### config.mk
export PLATFORM = sky130hd
export DESIGN_NAME = serial_flash_block_transfer_sequencer_core
export DESIGN_NICKNAME = d
export VERILOG_FILES = /design/src/hw/rtl/sfbts_pkg.sv /design/src/hw/rtl/sfbts_step.sv /design/src/hw/rtl/serial_flash_block_transfer_sequencer_core.sv
export SDC_FILE = /design/constraint.sdc
export NUM_CORES = 1
export LEC_CHECK = 0
export ABC_AREA = 1
export BUFFER_PORTS_ARGS = -buffer_cell sky130_fd_sc_hd__buf_2
export CAP_MARGIN = 25
export CORE_ASPECT_RATIO = 0.75
export CORE_MARGIN = 4
export CORE_UTILIZATION = 40
export DETAILED_ROUTE_END_ITERATION = 12
export HOLD_SLACK_MARGIN = 0.03
export PLACE_DENSITY_LB_ADDON = 0.08
export SLEW_MARGIN = 5
export SYNTH_ARGS = -nofsm -noshare
export SYNTH_HDL_FRONTEND = slang
export SYNTH_HIERARCHICAL = 1
export SYNTH_SLANG_ARGS = --single-unit
### constraint.sdc
create_clock -name clk -period 3.8 [get_ports clk]
set_clock_uncertainty 0.05 [all_clocks]
set_input_delay 0.38 -clock clk [delete_from_list [all_inputs] [get_ports clk]]
set_output_delay 0.38 -clock clk [all_outputs]
set_load 0.03 [all_outputs]
### src/hw/rtl/sfbts_pkg.sv
// Shared types and constants for the serial flash block transfer sequencer.
`timescale 1ns / 1ps
`default_nettype none

package sfbts_pkg;

	localparam int unsigned PAGE_BYTES = 256;
	localparam int unsigned PAGE_BITS = $clog2(PAGE_BYTES);

	localparam logic [16:0] TOTAL_RESET = 17'd256;
	localparam logic [16:0] TOTAL_MAX = 17'h10000;

	typedef enum logic [2:0] {
		KIND_TICK = 3'd0,
		KIND_START_WRITE = 3'd1,
		KIND_START_READ = 3'd2,
		KIND_DMA_DONE = 3'd3,
		KIND_CONFIRM = 3'd4
	} kind_t;

	typedef enum logic [2:0] {
		CMD_NONE = 3'd0,
		CMD_WREN = 3'd1,
		CMD_ERASE = 3'd2,
		CMD_PROG = 3'd3,
		CMD_READ = 3'd4
	} cmd_t;

	typedef enum logic [3:0] {
		PH_READY = 4'd0,
		PH_ERASE_WAIT = 4'd1,
		PH_ERASING = 4'd2,
		PH_WRITE_WAIT = 4'd3,
		PH_WRITING = 4'd4,
		PH_WRITE_DONE = 4'd5,
		PH_READ_WAIT = 4'd6,
		PH_READING = 4'd7,
		PH_READ_DONE = 4'd8
	} phase_t;

	typedef struct packed {
		logic [3:0] phase;
		logic [7:0] block_number;
		logic [8:0] page_index;
		logic dma_in_flight;
		logic confirmed;
	} seq_state_t;

	typedef struct packed {
		logic [2:0] kind;
		logic [23:0] start_address;
		logic flash_busy;
		logic write_enable_latch;
	} item_t;

	typedef struct packed {
		logic [2:0] command;
		logic [23:0] command_address;
		logic [8:0] dma_length;
		logic [3:0] sequencer_state;
		logic accepted;
	} result_t;

endpackage

`default_nettype wire

### src/hw/rtl/sfbts_step.sv
// Next-state and result logic for one sequencer word.
`timescale 1ns / 1ps
`default_nettype none

module sfbts_step (
	input wire sfbts_pkg::seq_state_t st,
	input wire sfbts_pkg::item_t item,
	input wire [16:0] total_bytes,
	output sfbts_pkg::seq_state_t nxt,
	output sfbts_pkg::result_t res
);

	logic busy;
	logic [8:0] pages;
	logic [7:0] rest;
	logic in_write;
	logic [2:0] page_cmd;
	logic [3:0] wait_phase;
	logic [3:0] done_phase;

	assign busy = st.dma_in_flight | item.flash_busy;
	assign pages = total_bytes[16:sfbts_pkg::PAGE_BITS];
	assign rest = total_bytes[sfbts_pkg::PAGE_BITS-1:0];
	assign in_write = (st.phase == sfbts_pkg::PH_WRITING);
	assign page_cmd = in_write ? sfbts_pkg::CMD_PROG : sfbts_pkg::CMD_READ;
	assign wait_phase = in_write ? sfbts_pkg::PH_WRITE_WAIT : sfbts_pkg::PH_READ_WAIT;
	assign done_phase = in_write ? sfbts_pkg::PH_WRITE_DONE : sfbts_pkg::PH_READ_DONE;

	always_comb begin
		nxt = st;
		res.command = sfbts_pkg::CMD_NONE;
		res.command_address = 24'd0;
		res.dma_length = 9'd0;
		res.accepted = 1'b0;
		case (item.kind)
			sfbts_pkg::KIND_TICK: begin
				case (st.phase)
					sfbts_pkg::PH_READY: begin
					end
					sfbts_pkg::PH_ERASE_WAIT: begin
						if (!item.flash_busy && item.write_enable_latch) begin
							res.command = sfbts_pkg::CMD_ERASE;
							res.command_address = {st.block_number, 16'd0};
							nxt.phase = sfbts_pkg::PH_ERASING;
						end else begin
							res.command = sfbts_pkg::CMD_WREN;
						end
					end
					sfbts_pkg::PH_ERASING: begin
						if (!busy) nxt.phase = sfbts_pkg::PH_WRITE_WAIT;
					end
					sfbts_pkg::PH_WRITE_WAIT: begin
						if (!busy) begin
							res.command = sfbts_pkg::CMD_WREN;
							if (item.write_enable_latch) nxt.phase = sfbts_pkg::PH_WRITING;
						end
					end
					sfbts_pkg::PH_WRITING, sfbts_pkg::PH_READING: begin
						if (st.page_index <= pages) begin
							res.command = page_cmd;
							res.command_address = {st.block_number, 16'd0}
								| {7'd0, st.page_index, 8'd0};
							res.dma_length = (st.page_index < pages) ? 9'd256 : {1'b0, rest};
							nxt.page_index = st.page_index + 9'd1;
							nxt.dma_in_flight = 1'b1;
							nxt.phase = wait_phase;
						end else if (!busy) begin
							nxt.phase = done_phase;
						end
					end
					sfbts_pkg::PH_WRITE_DONE, sfbts_pkg::PH_READ_DONE: begin
						if (st.confirmed) nxt.phase = sfbts_pkg::PH_READY;
					end
					sfbts_pkg::PH_READ_WAIT: begin
						if (!busy) nxt.phase = sfbts_pkg::PH_READING;
					end
					default: begin
						nxt.phase = sfbts_pkg::PH_READY;
					end
				endcase
			end
			sfbts_pkg::KIND_START_WRITE, sfbts_pkg::KIND_START_READ: begin
				if (st.phase == sfbts_pkg::PH_READY) begin
					nxt.block_number = item.start_address[23:16];
					nxt.page_index = 9'd0;
					nxt.confirmed = 1'b0;
					nxt.phase = (item.kind == sfbts_pkg::KIND_START_WRITE)
						? sfbts_pkg::PH_ERASE_WAIT : sfbts_pkg::PH_READ_WAIT;
					res.accepted = 1'b1;
				end
			end
			sfbts_pkg::KIND_DMA_DONE: begin
				nxt.dma_in_flight = 1'b0;
			end
			sfbts_pkg::KIND_CONFIRM: begin
				if (!busy) nxt.confirmed = 1'b1;
			end
			default: begin
			end
		endcase
		res.sequencer_state = nxt.phase;
	end

endmodule

`default_nettype wire

### src/hw/rtl/serial_flash_block_transfer_sequencer_core.sv
// Top level of the serial flash block transfer sequencer.
//
// Input channel (in_valid/in_ready) carries one event word: a tick with the
// sampled flash status bits, a start-write or start-read request, a dma-done
// or a confirm. Each input word yields exactly one result word on the output
// channel (out_valid/out_ready): the command to issue, its address, the DMA
// length, the sequencer phase after the event and a start-accepted flag.
// The word is held in an input register, then the step logic updates the
// sequencer state and loads the result register. Throughput is one word
// per cycle while the receiver takes results, set by the combinational
// step logic and the state registers it feeds back into.
// The cfg channel (cfg_valid/cfg_ready) writes total_bytes; it is always
// ready, saturates values above 65536 and must be used only while idle.
// Reset clears the phase to ready, the counters and flags, and sets
// total_bytes to 256. When the receiver stalls, the result register holds,
// the input register fills and in_ready drops; no word is lost.
`timescale 1ns / 1ps
`default_nettype none

module serial_flash_block_transfer_sequencer_core (
	input wire clk,
	input wire arst_n,
	input wire in_valid,
	output logic in_ready,
	input wire [2:0] kind,
	input wire [23:0] start_address,
	input wire flash_busy,
	input wire write_enable_latch,
	output logic out_valid,
	input wire out_ready,
	output logic [2:0] command,
	output logic [23:0] command_address,
	output logic [8:0] dma_length,
	output logic [3:0] sequencer_state,
	output logic accepted,
	input wire cfg_valid,
	output logic cfg_ready,
	input wire [16:0] total_bytes
);

	logic valid_s1;
	sfbts_pkg::item_t item_s1;
	logic advance;
	sfbts_pkg::seq_state_t state_q;
	sfbts_pkg::seq_state_t state_nxt;
	sfbts_pkg::result_t res_nxt;
	sfbts_pkg::result_t res_q;
	logic [16:0] total_q;

	assign advance = valid_s1 & (~out_valid | out_ready);
	assign in_ready = ~valid_s1 | advance;
	assign cfg_ready = 1'b1;

	always_ff @(posedge clk or negedge arst_n) begin
		if (!arst_n) begin
			valid_s1 <= 1'b0;
		end else if (in_ready) begin
			valid_s1 <= in_valid;
		end
	end

	always_ff @(posedge clk) begin
		if (in_valid && in_ready) begin
			item_s1 <= '{kind: kind, start_address: start_address,
				flash_busy: flash_busy, write_enable_latch: write_enable_latch};
		end
	end

	always_ff @(posedge clk or negedge arst_n) begin
		if (!arst_n) begin
			total_q <= sfbts_pkg::TOTAL_RESET;
		end else if (cfg_valid) begin
			total_q <= (total_bytes > sfbts_pkg::TOTAL_MAX) ? sfbts_pkg::TOTAL_MAX : total_bytes;
		end
	end

	sfbts_step u_step (
		.st(state_q),
		.item(item_s1),
		.total_bytes(total_q),
		.nxt(state_nxt),
		.res(res_nxt)
	);

	always_ff @(posedge clk or negedge arst_n) begin
		if (!arst_n) begin
			state_q <= '0;
		end else if (advance) begin
			state_q <= state_nxt;
		end
	end

	always_ff @(posedge clk or negedge arst_n) begin
		if (!arst_n) begin
			out_valid <= 1'b0;
		end else if (~out_valid | out_ready) begin
			out_valid <= valid_s1;
		end
	end

	always_ff @(posedge clk) begin
		if (advance) begin
			res_q <= res_nxt;
		end
	end

	assign command = res_q.command;
	assign command_address = res_q.command_address;
	assign dma_length = res_q.dma_length;
	assign sequencer_state = res_q.sequencer_state;
	assign accepted = res_q.accepted;

endmodule

`default_nettype wire

==> summary.txt <==
Detailed routing
  – DR vias/cell: 4.722
  – Vias: 3896
  – DRC Markers: 0
  – Pre-antenna DRT Iters: 4
  – DRT Wirelength: 10570 um
  – Routed Antenna Nets: 0
  – DR iter-0 viols: 214
  – Wire per inst: 12.81 um

Final layout
  – Commonest non-fill, non-tap cell in the layout: nand2_1
  – Synth-to-Final Area Change: 15.09%
  – Diode count: 0
  – Most frequent cells in the layout: nand2_1 (222), buf_2 (77), inv_1 (73)
  – Core Util, Final: 0.4824
  – Nets: 720
  – Fillcell total: 1163
  – Non-filler cells in the finished layout: 825
  – Share of cells above drive strength 1: 0.1931

Synth
  – Netlist Area Pre-Place: 4975 um2
  – Number of synthesis warnings: 6
  – Mapped Avg Cell Area: 8.475 um2
  – Post-Synthesis Cells: 587

Place
  – Dpl cells: 808
  – Post-detail-place hpwl: 7446 um
  – # port buffers: 77
  – GPL Wtd Cong: 0.8811

Timing
  – Final setup fails: 0
  – Hold Slack: 163.3 ps
  – Slew Limit Headroom: 0.5923
  – Final Hold Viols: 0
  – Measured slew at the worst slew-check pin: 611.0 ps
  – Max Clk Rate: 376.8 MHz
  – Final Slew Violations: 0
  – Unrepaired setup endpoints after global routing: no
  – Setup TNS: 0 ps
  – Period minus WS final: 2654 ps
  – Fin crit share: 0.6984

Run status
  – Status: completed

Power
  – Leak: 2.907 nW
  – Peak VDD IR: 252.8 uV
  – Sw Share: 0.3614
  – Clock share of power: 0.280
  – Net switching power figure: 1.162 mW
  – Sequential share of power: 0.429
  – Pwr dens: 561.6 nW/um2
  – Combinational share of power: 0.291
  – P_int: 2.054 mW

Floorplan
  – Row count: 34
  – Ports: 95
  – Die Wd: 136.8 um
  – Die footprint: 14300 um2
  – Core box area: 11870 um2
  – Die height: 104.6 um
  – Initial Utilization: 0.4191

Global routing
  – First-pass GRT wire length: 18080 um
  – Initial antenna violation count: 0
  – Total grt overflow: 0
  – Tot GR Track Use: 0.1581
  – Largest net degree at the start of global routing: 29
  – Vias in the first global route: 3785

CTS
  – Longest Clk Path Bufs: 2
  – Clk sinks: 96
  – Total CTS buffers: 9
  – Worst-path clk slew: 70 ps
  – CTS tree: yes
  – Clock latency on the worst-skew pair: 340 ps
  – H-tree depth: 3
  – CTS Root Cell: clkbuf_16
  – Post-CTS Hold Fix Bufs: 1
  – Post-CTS Setup Inserts: 0
  – # resized after CTS: 0

Flow run
  – Max-Cap Viols: 0

Worst hold path
  – HP Class: input port to flip-flop

Setup path
  – CP Capture Type: flip-flop
  – Crit Path Class: flip-flop to flip-flop
  – WP data required: 3940 ps
  – Max FO, Critical Path: 22
  – Worst EP arrival: 2790 ps
  – Startpoint Class: flip-flop
-- power groups by stage --
stage	Sequential (mW)	Clock (mW)	Combinational, mW
3_5_place_dp	1.40	0	0.938
4_1_cts	1.38	0.922	0.944
2_1_floorplan	1.50	0	0.652
5_1_grt	1.40	0.970	1.07
3_3_place_gp	1.40	0	0.923
6_report	1.38	0.901	0.936
-- per-stage QoR --
stage	total power, mW	setup slack, ps	area, um2
after floorplan	2.151	1735	5001
after global placement	2.322	1212	5399
after detailed placement	2.337	1153	5419
after CTS	3.247	1110	5725
after global routing	3.438	891.6	5725
final	3.216	1146	5725
-- path summary, 6_finish.rpt --
kind,startpoint,to,slack [ps],cells past startpoint
hold reg to reg,total_q[8]$_DFFE_PN1P_,total_q[8]$_DFFE_PN1P_,420,2
setup reg to reg,state_q[10]$_DFFE_PN0P_,command_address[20]$_DFFE_PP_,1150,10
min in group asynchronous,arst_n,state_q[13]$_DFFE_PN0P_,460,2
setup / recovery,state_q[10]$_DFFE_PN0P_,command_address[20]$_DFFE_PP_,1150,10
max in group asynchronous,arst_n,state_q[4]$_DFFE_PN0P_,2730,3
hold / removal,start_address[21],item_s1[23]$_DFFE_PP_,160,1
-- flip-flops by register name (all words and copies together) (netlist names) --
name / count
accepted: 1
command: 3
command_address: 24
dma_length: 9
item_s1: 13
out_valid: 1
sequencer_state: 4
state_q: 23
total_q: 17
valid_s1: 1
-- layout make-up --
class	count	area, um2	share of cell area
repair buffers	81	430.4	0.07517
clock buffers	9	225.2	0.03934
multi-input cells	387	1810	0.3162
clock inverters	7	71.32	0.01246
flip-flops and latches	96	2674	0.4670
inverters	83	311.5	0.05441
well taps	162	202.7	0.03540
-- layer usage --
| layer | wire length (um) | track usage | vias up |
|---|---|---|---|
| met5 | 0 | 0 | - |
| met4 | 91 | 0.04060 | 0 |
| met3 | 596 | 0.03890 | 9 |
| met2 | 4824 | 0.2472 | 94 |
| met1 | 5059 | 0.2217 | 1830 |
| li1 | - | - | 1963 |
-- worst max-delay path, stage by stage (launching register included) --
cell     delay, ps
dfrtp_1        470
ha_1           340
nand2_2        110
a21oi_1         50
nor2_1         170
nand3_2        330
nand2_4        360
nand2_2        200
nand2_1        120
nand2_2        150
nor2_1         150
(Power assumes the default switching activity.)
